<file path="src/sv/cdvh_pkg.sv">
package cdvh_pkg;

  // request command carried in s_axis_tuser
  typedef enum logic [1:0] {
    CMD_SAMPLE = 2'd0,
    CMD_READ   = 2'd1,
    CMD_CLEAR  = 2'd2
  } cmd_e;

  // result kind carried in m_axis_tuser
  typedef enum logic [2:0] {
    KIND_HIT   = 3'd0,
    KIND_NEW   = 3'd1,
    KIND_DROP  = 3'd2,
    KIND_READ  = 3'd3,
    KIND_RANGE = 3'd4,
    KIND_CLEAR = 3'd5
  } kind_e;

  // sequencer states of the top level
  typedef enum logic [2:0] {
    ST_IDLE,
    ST_EVAL,
    ST_RED1,
    ST_RED2,
    ST_APPLY
  } state_e;

  localparam int CmdW       = 2;
  localparam int KindW      = 3;
  localparam int LabelW     = 32;
  localparam int IndexW     = 8;
  localparam int OutCountW  = 32;
  localparam int UsedOutW   = 9;
  localparam int InDataW    = 40;
  localparam int OutDataW   = 80;

  // control broadcast from the sequencer to every cell
  typedef struct packed {
    logic eval;    // latch compare results and the contribution of the selected cell
    logic sample;  // current request is a sample
    logic read;    // current request is a read
    logic insert;  // shift right of insertion point, write new label
    logic incr;    // bump count of the matching cell
  } cell_ctrl_t;

endpackage

</file>
<file path="src/sv/cdvh_cell.sv">
module cdvh_cell #(
  parameter int VALUE_BITS = 32,
  parameter int COUNT_BITS = 32,
  parameter int USED_W     = 9,
  parameter int INDEX      = 0
) (
  input  logic                           clk_i,
  input  cdvh_pkg::cell_ctrl_t           ctrl_i,
  input  logic [VALUE_BITS-1:0]          sample_i,
  input  logic [cdvh_pkg::IndexW-1:0]    read_index_i,
  input  logic [USED_W-1:0]              used_i,
  input  logic                           left_lt_i,
  input  logic [VALUE_BITS-1:0]          left_label_i,
  input  logic [COUNT_BITS-1:0]          left_count_i,
  output logic                           lt_o,
  output logic [VALUE_BITS-1:0]          label_o,
  output logic [COUNT_BITS-1:0]          count_o,
  output logic [VALUE_BITS+COUNT_BITS:0] contrib_o
);

  logic [VALUE_BITS-1:0]          label_q, label_d;
  logic [COUNT_BITS-1:0]          count_q, count_d;
  logic                           lt_q, lt_d;
  logic                           eq_q, eq_d;
  logic [VALUE_BITS+COUNT_BITS:0] contrib_q, contrib_d;
  logic                           valid;
  logic                           sel;

  // entries below the fill count hold live labels
  assign valid = USED_W'(INDEX) < used_i;

  always_comb begin
    lt_d      = lt_q;
    eq_d      = eq_q;
    contrib_d = contrib_q;
    label_d   = label_q;
    count_d   = count_q;
    sel       = 1'b0;
    if (ctrl_i.eval) begin
      lt_d = valid && ($signed(label_q) < $signed(sample_i));
      eq_d = valid && (label_q == sample_i);
      if (ctrl_i.sample) begin
        sel = eq_d;
      end else if (ctrl_i.read) begin
        sel = valid && (32'(read_index_i) == INDEX);
      end
      contrib_d = sel ? {1'b1, label_q, count_q} : '0;
    end
    if (ctrl_i.incr && eq_q && (count_q != '1)) begin
      count_d = count_q + COUNT_BITS'(1);
    end
    if (ctrl_i.insert && !lt_q) begin
      if (left_lt_i) begin
        label_d = sample_i;
        count_d = COUNT_BITS'(1);
      end else begin
        label_d = left_label_i;
        count_d = left_count_i;
      end
    end
  end

  always_ff @(posedge clk_i) begin
    lt_q      <= lt_d;
    eq_q      <= eq_d;
    contrib_q <= contrib_d;
    label_q   <= label_d;
    count_q   <= count_d;
  end

  assign lt_o      = lt_q;
  assign label_o   = label_q;
  assign count_o   = count_q;
  assign contrib_o = contrib_q;

endmodule

</file>
<file path="config.mk">
export PLATFORM = sky130hd
export DESIGN_NAME = cdvh_cell
export DESIGN_NICKNAME = d
export VERILOG_FILES = /design/src/sv/cdvh_pkg.sv /design/src/sv/cdvh_cell.sv
export SDC_FILE = /design/constraint.sdc
export NUM_CORES = 1
export LEC_CHECK = 0
export BUFFER_PORTS_ARGS = -buffer_cell sky130_fd_sc_hd__buf_4
export CAP_MARGIN = 20
export CORE_MARGIN = 2
export CORE_UTILIZATION = 54
export DETAILED_ROUTE_END_ITERATION = 10
export PLACE_DENSITY = 0.86
export SLEW_MARGIN = 15
export SYNTH_ARGS = -nofsm -noshare
export SYNTH_HDL_FRONTEND = slang
export SYNTH_SLANG_ARGS = --single-unit
</file>
<file path="constraint.sdc">
create_clock -name clk_i -period 5.75 [get_ports clk_i]
set_input_delay 0.575 -clock clk_i [delete_from_list [all_inputs] [get_ports clk_i]]
set_output_delay 0.575 -clock clk_i [all_outputs]
set_load 0.05 [all_outputs]
</file>
Word-level counts from Yosys, hierarchy flattened. Cells that the tools add are included.

Reductions and logical operators: 9. Magnitude comparators: 2. Equal/unequal tests: 2. Add/subtract/negate cells: 1. Mux-type cells: 8.

Operators with widths (count): $mux 32 (4); $mux 65 (1); $add 32x1->32 const B (1); $eq 32x32->1 (1); $lt 32x32->1 (1); $ne 32x32->1 const B (1); $lt 1x9->1 const A (1); $logic_not 8->1 (1); $logic_and 1x1->1 (6); $mux 1 (3); $reduce_bool 2->1 (1); $logic_not 1->1 (1).

Output and inout bits: 130. Word-level logic and storage cells: 28. Input port bits: 120. Bits in registers: 131.

Depth between registers and ports, before layout. Gate-level depths: netlist of the first run.

Word-level depth: 6. Gate-level depth with buffers: 10. Depth with buffers taken out: 8.

Least setup slack after synthesis of the first run. OpenSTA, ideal clock, no wires.

Path kind: flip-flop to flip-flop. Start: register count_q[0], in the netlist count_o[0]. End: register count_q[0], in the netlist count_o[0], enable pin. Slack: 2.955 ns. Period minus slack after synthesis: 2.795 ns. Path buffers: 0. Data arrival time: 2.316 ns. Cell stages (with the launch flop): 7. Cell sequence: edfxtp_1 ha_1 inv_1 nor3_1 nand4_1 o211ai_1 nand2_1.

Cells in the longest elaborated chain, start to end: 3.

Ends and longest elaborated chain: from (decl) (line cdvh_cell.sv:22) `logic [COUNT_BITS-1:0] count_q, count_d;`; from (signal assigned) (line cdvh_cell.sv:68) `count_q <= count_d;`; $ne 32x32->1 (line cdvh_cell.sv:49) `if (ctrl_i.incr && eq_q && (count_q != '1)) begin`; $logic_and 1x1->1 (line cdvh_cell.sv:49); $reduce_bool 2->1 (no line).

Every way passes these cells. A chain may end at the register's enable or synchronous reset.

Worst setup path after layout of the first run.
Start: register label_q[14], in the netlist label_o[14]. End: register contrib_q[55], in the netlist contrib_o[55], data pin.

Cells in the longest elaborated chain, start to end: 4.

Ends and longest elaborated chain: from (decl) (line cdvh_cell.sv:21) `logic [VALUE_BITS-1:0] label_q, label_d;`; from (signal assigned) (line cdvh_cell.sv:67) `label_q <= label_d;`; $eq 32x32->1 (line cdvh_cell.sv:41) `eq_d = valid && (label_q == sample_i);`; $logic_and 1x1->1 (line cdvh_cell.sv:41); $mux 1 (line cdvh_cell.sv:42) `if (ctrl_i.sample) begin`; $mux 1 (line cdvh_cell.sv:39) `if (ctrl_i.eval) begin`; to (signal assigned) (line cdvh_cell.sv:66) `contrib_q <= contrib_d;`; to (decl) (line cdvh_cell.sv:25) `logic [VALUE_BITS+COUNT_BITS:0] contrib_q, contrib_d;`.

Every way passes these cells. The select of a mux whose other input is x is not followed.

==> summary.txt, run 1 <==
total grt overflow: 0
H-tree Lvls: 4
post-synthesis cell type count: 42
Crit Path Class: reg -> reg
clk slew on worst S/H paths: 0.05 ns
cts bufs inserted: 17
hold_sp: left_label_i[4]
crit path launch type: register
Setup Skew: 0.00885 ns
maximum root-to-sink buffer count: 2
TritonCTS clock tree: yes
Fillers: 797
# nets final: 930
Vias/cell: 5.49
antenna violations before repair: 0
most frequent cells in the layout: buf_4, edfxtp_1, and2_1
max_slew headroom: 39.3%
FF-to-FF Start: label_o[14]$_DFFE_PP_
core area: 12100 sq um
die area: 13300 sq um
die height: 115 microns
initial drt markers: 468
postcts setup bufs: 0
leak pwr: 0.00390 uW
Synth Warn #: 0
RSZ-0062 raised after global routing: false
post-route ant nets: 0
Seq/Total Area, Yosys: 58.8%
post-route design area: 9210 sq um
number of synthesized register bits: 131
hold crit path type: in -> reg
Final period util: 50.2%
first-pass GRT wire length: 27.4 mm
Starting Density: 55.5%
Slew Limit Fails: 0
prevailing post-synth register cell: edfxtp_1
# rows: 40
num ports: 250
Post-DP HPWL: 12.8 mm
largest net degree at the start of global routing: 68
Root Driver: clkbuf_16
max-cap violations: 0
Slew @ Worst Pin: 0.910 ns
CP required: 6.03 ns
maximum vdd drop: 0.000216 V
CTS Sinks: 131
area grow syn2layout: 37.6%
GRT Util Overall: 27.5%
GP Congestion: 0.879
vias in the first global route: 5251
register area: 3930 sq um
status: finished, final reports clean
Post-DP Area: 8730 sq um
CP arrival: 3.16 ns
PortBufs: 249
Cells after Synth: 526
pre-CTS setup slack: 2.64 ns
Post-synth EDFFs: 131
Syn Std Cell Area: 6700 sq um
most common cell after layout, fill and taps aside: buf_4
Setup violations, final: 0
Async SR Flop Fraction: 0%
Via Count: 5250
Total Routed Length: 17.9 mm
worst skew pair latency: 0.42 ns
CTS resizes: 0
Synth Net Count: 679
endpoints failing hold: 0
layout cell share with drive strength beyond 1: 40.1%
drt pass-1 iters: 5
diodes inserted: 0
Tmin final: 2.89 ns
crit path from: label_o[14]$_DFFE_PP_
Die Wd: 115 microns
Fmax: 346 MHz
worst-path fanout max: 39
PnR worst setup slack: 2.86 ns
WL/cell: 18.8 microns
Mapped Avg Cell Area: 12.7 sq um
Hold-fix buffers, CTS: 0
Remaining DRCs: 0
setup TNS: 0 ns
CP Capture Type: register
Multi-input gate area: 2550 sq um
P per Cell Area: 288 nW/um^2
[where the power goes]
group	switching (uW)	total [uW]	internal [uW]	leakage, uW
sequential	64.2	1200	1130	0.00130
clock	367	901	535	0.000242
combinational	359	557	198	0.00236
total	789	2660	1870	0.00390
[worst max-delay path, stage by stage, from the launching register on]
cell      delay (ns)
edfxtp_1        0.41
ha_1            0.34
nand4_1         0.18
nor4_2          0.44
nand4_1         0.20
a21oi_4         0.53
buf_4           0.45
and2_1          0.19
[final timing paths]
check,end,slack [ns],depth (start not counted)
setup reg to reg,contrib_o[55]$_SDFFCE_PN0P_,2.86,7
setup / recovery,contrib_o[55]$_SDFFCE_PN0P_,2.86,7
hold reg to reg,contrib_o[34]$_SDFFCE_PN0P_,0.59,1
hold / removal,label_o[4]$_DFFE_PP_,0.46,2
[synthesized netlist by cell type (5+ instances only)]
master	count	share of area [%]
a21oi_1	14	1.0
and2_1	67	6.3
nand3b_1	31	3.5
and4_1	5	0.65
ha_1	33	6.2
nor4_1	5	0.47
clkbuf_1	14	0.78
nor2_1	10	0.56
clkbuf_2	6	0.45
nand2_1	15	0.84
xor2_1	14	1.8
xnor2_1	16	2.1
nand4_1	10	0.93
inv_1	35	2.0
mux2_2	32	5.4
o21ai_0	27	2.0
nand3_1	22	1.6
edfxtp_1	131	59
o21ai_1	5	0.37
[sequential cells by signal, indices dropped and copies added, names as in the netlist]
| signal | cells |
|---|---|
| contrib_o | 65 |
| count_o | 32 |
| label_o | 32 |
| eq_q | 1 |
| lt_o | 1 |
[per-stage QoR]
stage / cells / total power [uW] / hold WS (ns) / utilization [%]
floorplan: 526 / 1540 / 0.687 / -
finish: 957 / 2660 / 0.463 / 76.4
global route: 957 / 2750 / 0.453 / 76.4
CTS: 957 / 2660 / 0.451 / 76.4
detailed placement: 926 / 1770 / 0.584 / 72.3
global placement: 926 / 1750 / 0.573 / 72.3
[final cells by class]
type | instances | area share (%)
inverters | 36 | 1.47
clock inverters | 10 | 0.475
flip-flops and latches | 131 | 42.7
multi-input cells | 339 | 27.7
repair buffers | 252 | 20.5
well taps | 168 | 2.28
clock buffers | 21 | 4.78
[routing by layer]
layer | GRT usage [%] | share of wire, % | up-vias
li1 | - | - | 2434
met1 | 33.5 | 39 | 2531
met2 | 46.0 | 51 | 235
met3 | 6.17 | 6.0 | 50
met4 | 14.3 | 3.9 | 0
met5 | 0 | 0 | -
[kinds of logic (layout without fill, tap and decap cells)]
family	count (synthesis)	count (layout)	share of synthesized area [%]
buffers and inverters	56	319	3.25
and+or+nand+nor	186	186	17.7
muxes	32	32	5.38
xor gates and xnor gates	30	30	3.92
DFF	131	131	58.8
adders and majority gates	33	33	6.17
AOI/OAI and AO/OA	58	58	4.86
Power figures use the tool's default switching activity.
==> inputs of run 2 (changes only) <==
--- a/config.mk
+++ b/config.mk
@@ -8,9 +8,9 @@
 export BUFFER_PORTS_ARGS = -buffer_cell sky130_fd_sc_hd__buf_4
 export CAP_MARGIN = 20
 export CORE_MARGIN = 2
-export CORE_UTILIZATION = 54
+export CORE_UTILIZATION = 45
 export DETAILED_ROUTE_END_ITERATION = 10
-export PLACE_DENSITY = 0.86
+export PLACE_DENSITY = 0.76
 export SLEW_MARGIN = 15
 export SYNTH_ARGS = -nofsm -noshare
 export SYNTH_HDL_FRONTEND = slang
==> constraint.sdc (replaced) <==
create_clock -name clk_i -period 2.3 [get_ports clk_i]
set_input_delay 0.23 -clock clk_i [delete_from_list [all_inputs] [get_ports clk_i]]
set_output_delay 0.23 -clock clk_i [all_outputs]
set_load 0.05 [all_outputs]
==> summary.txt, run 2 (synthesis gave the netlist of run 1 again) <==
Setup Skew: 0.0102 ns (was 0.00885 ns)
hold crit path type: in -> reg (unchanged)
Final period util: 101% (was 50.2%)
maximum vdd drop: 0.000486 V (was 0.000216 V)
status: finished, violations left (was finished, final reports clean)
met3 WL post-DR: 1.07 mm (was 1.08 mm)
setup TNS: -0.0414 ns (was 0 ns)
met1 wire length: 8.01 mm (was 7.07 mm)
Via Count: 5378 (was 5250)
PnR worst setup slack: -0.0151 ns (was 2.86 ns)
PortBufs: 249 (unchanged)
failing checks: negative setup slack
num ports: 250 (unchanged)
first-pass GRT wire length: 27.8 mm (was 27.4 mm)
WHS: 0.111 ns (was 0.463 ns)
Remaining DRCs: 0 (unchanged)
antenna violations before repair: 0 (unchanged)
maximum root-to-sink buffer count: 2 (unchanged)
Crit Path Class: reg -> reg (unchanged)
Hold-fix buffers, CTS: 0 (unchanged)
post-route ant nets: 0 (unchanged)
Tmin final: 2.32 ns (was 2.89 ns)
CP required: 2.59 ns (was 6.03 ns)
max FFs per register: 65 (unchanged)
RSZ-0062 raised after global routing: true (was false)
crit path launch type: register (unchanged)
layout cell share with drive strength beyond 1: 49.7% (was 40.1%)
Setup violations, final: 13 (was 0)
die area: 15900 sq um (was 13300 sq um)
GRT Util Overall: 22.6% (was 27.5%)
met2 WL: 10.0 mm (was 9.11 mm)
area grow syn2layout: 49.2% (was 37.6%)
max_slew headroom: 38.4% (was 39.3%)
CP Capture Type: register (unchanged)
most common cell after layout, fill and taps aside: buf_4 (unchanged)
vias in the first global route: 5233 (was 5251)
total grt overflow: 0 (unchanged)
Slew @ Worst Pin: 0.925 ns (was 0.910 ns)
clk slew on worst S/H paths: 0.06 ns (was 0.05 ns)
GP Congestion: 0.859 (was 0.879)
core area: 14500 sq um (was 12100 sq um)
# nets final: 968 (was 930)
Die Wd: 126 microns (was 115 microns)
largest net degree at the start of global routing: 68 (unchanged)
Placed Cells: 961 (was 926)
CP arrival: 2.60 ns (was 3.16 ns)
H-tree Lvls: 4 (unchanged)
max-cap violations: 0 (unchanged)
P per Cell Area: 728 nW/um^2 (was 288 nW/um^2)
Vias/cell: 5.32 (was 5.49)
die height: 126 microns (was 115 microns)
non-filler cells, final: 1011 (was 957)
drt pass-1 iters: 5 (unchanged)
Root Driver: clkbuf_16 (unchanged)
worst-path fanout max: 8 (was 39)
WL/cell: 19.4 microns (was 18.8 microns)
Total Routed Length: 19.6 mm (was 17.9 mm)
leak pwr: 0.00427 uW (was 0.00390 uW)
cts bufs inserted: 17 (unchanged)
diodes inserted: 0 (unchanged)
Fillers: 1044 (was 797)
most frequent cells in the layout: buf_4, edfxtp_1, and2_4 (was buf_4, edfxtp_1, and2_1)
initial drt markers: 480 (was 468)
Highest Signal Layer: met4 (unchanged)
TritonCTS clock tree: yes (unchanged)
Post-DP HPWL: 12.9 mm (was 12.8 mm)
CTS Sinks: 131 (unchanged)
Fmax: 432 MHz (was 346 MHz)
# rows: 44 (was 40)
Starting Density: 46.1% (was 55.5%)
Slew Limit Fails: 0 (unchanged)
endpoints failing hold: 0 (unchanged)
worst skew pair latency: 0.42 ns (about the same)
==> run 2: timing repair <==
item,in CTS,in global routing
buffers inserted,0,12
endpoints found under the setup margin,0,97
hold endpoints to repair,0,0
resized for setup,0,55
==> run 2: layout make-up <==
type	instances	area, sq um	area share, %
clock inverter	12	164	1.64
sequential	131	3930	39.4
multi-input combinational	340	2780	27.8
inverter	36	136	1.37
timing repair buffer	289	2310	23.1
clock buffer	19	433	4.33
tap	184	230	2.30
==> run 2: path summary, 6_finish.rpt <==
kind                                             from                           to  slack, ns  cells past startpoint
worst max-delay path            label_o[22]$_DFFE_PP_  contrib_o[29]$_SDFFCE_PN0P_      -0.02                      9
worst min-delay path                  left_label_i[4]         label_o[4]$_DFFE_PP_       0.11                      2
worst max register to register  label_o[22]$_DFFE_PP_  contrib_o[29]$_SDFFCE_PN0P_      -0.02                      9
worst min register to register   label_o[6]$_DFFE_PP_  contrib_o[38]$_SDFFCE_PN0P_       0.60                      1
==> run 2: worst max-delay path: stages, from the launching register on <==
cell and delay, ns:
edfxtp_1 0.46, ha_4 0.32, and4_4 0.25, nand2_4 0.06, nor3_4 0.23, nand4_1 0.18
a21oi_4 0.21, buf_12 0.18, clkbuf_16 0.17, and2_1 0.13
==> run 2: routing by layer <==
metal,vias to the layer above,global-route usage (%)
met5,-,0
met4,0,8.47
met3,34,5.27
met2,213,36.2
met1,2618,30.0
li1,2513,-
==> run 2: stage by stage <==
step                      power (uW)  setup slack [ns]  util [%]  area, sq um
after floorplan                 3870           -0.0466         -         6730
after global placement          4440            0.0593      61.6         8960
after detailed placement        4470            0.0483      61.6         8960
after CTS                       7240            0.0363      65.8         9560
after global routing            7500            -0.113      68.7         9990
final                           7270           -0.0151      68.7         9990
==> run 2: report_power, final <==
group	internal (uW)	total [uW]	leakage, uW	switching (uW)
clock network	1790	2780	0.000281	994
logic	562	1530	0.00269	965
registers	2830	2960	0.00130	130
total	5180	7270	0.00427	2090
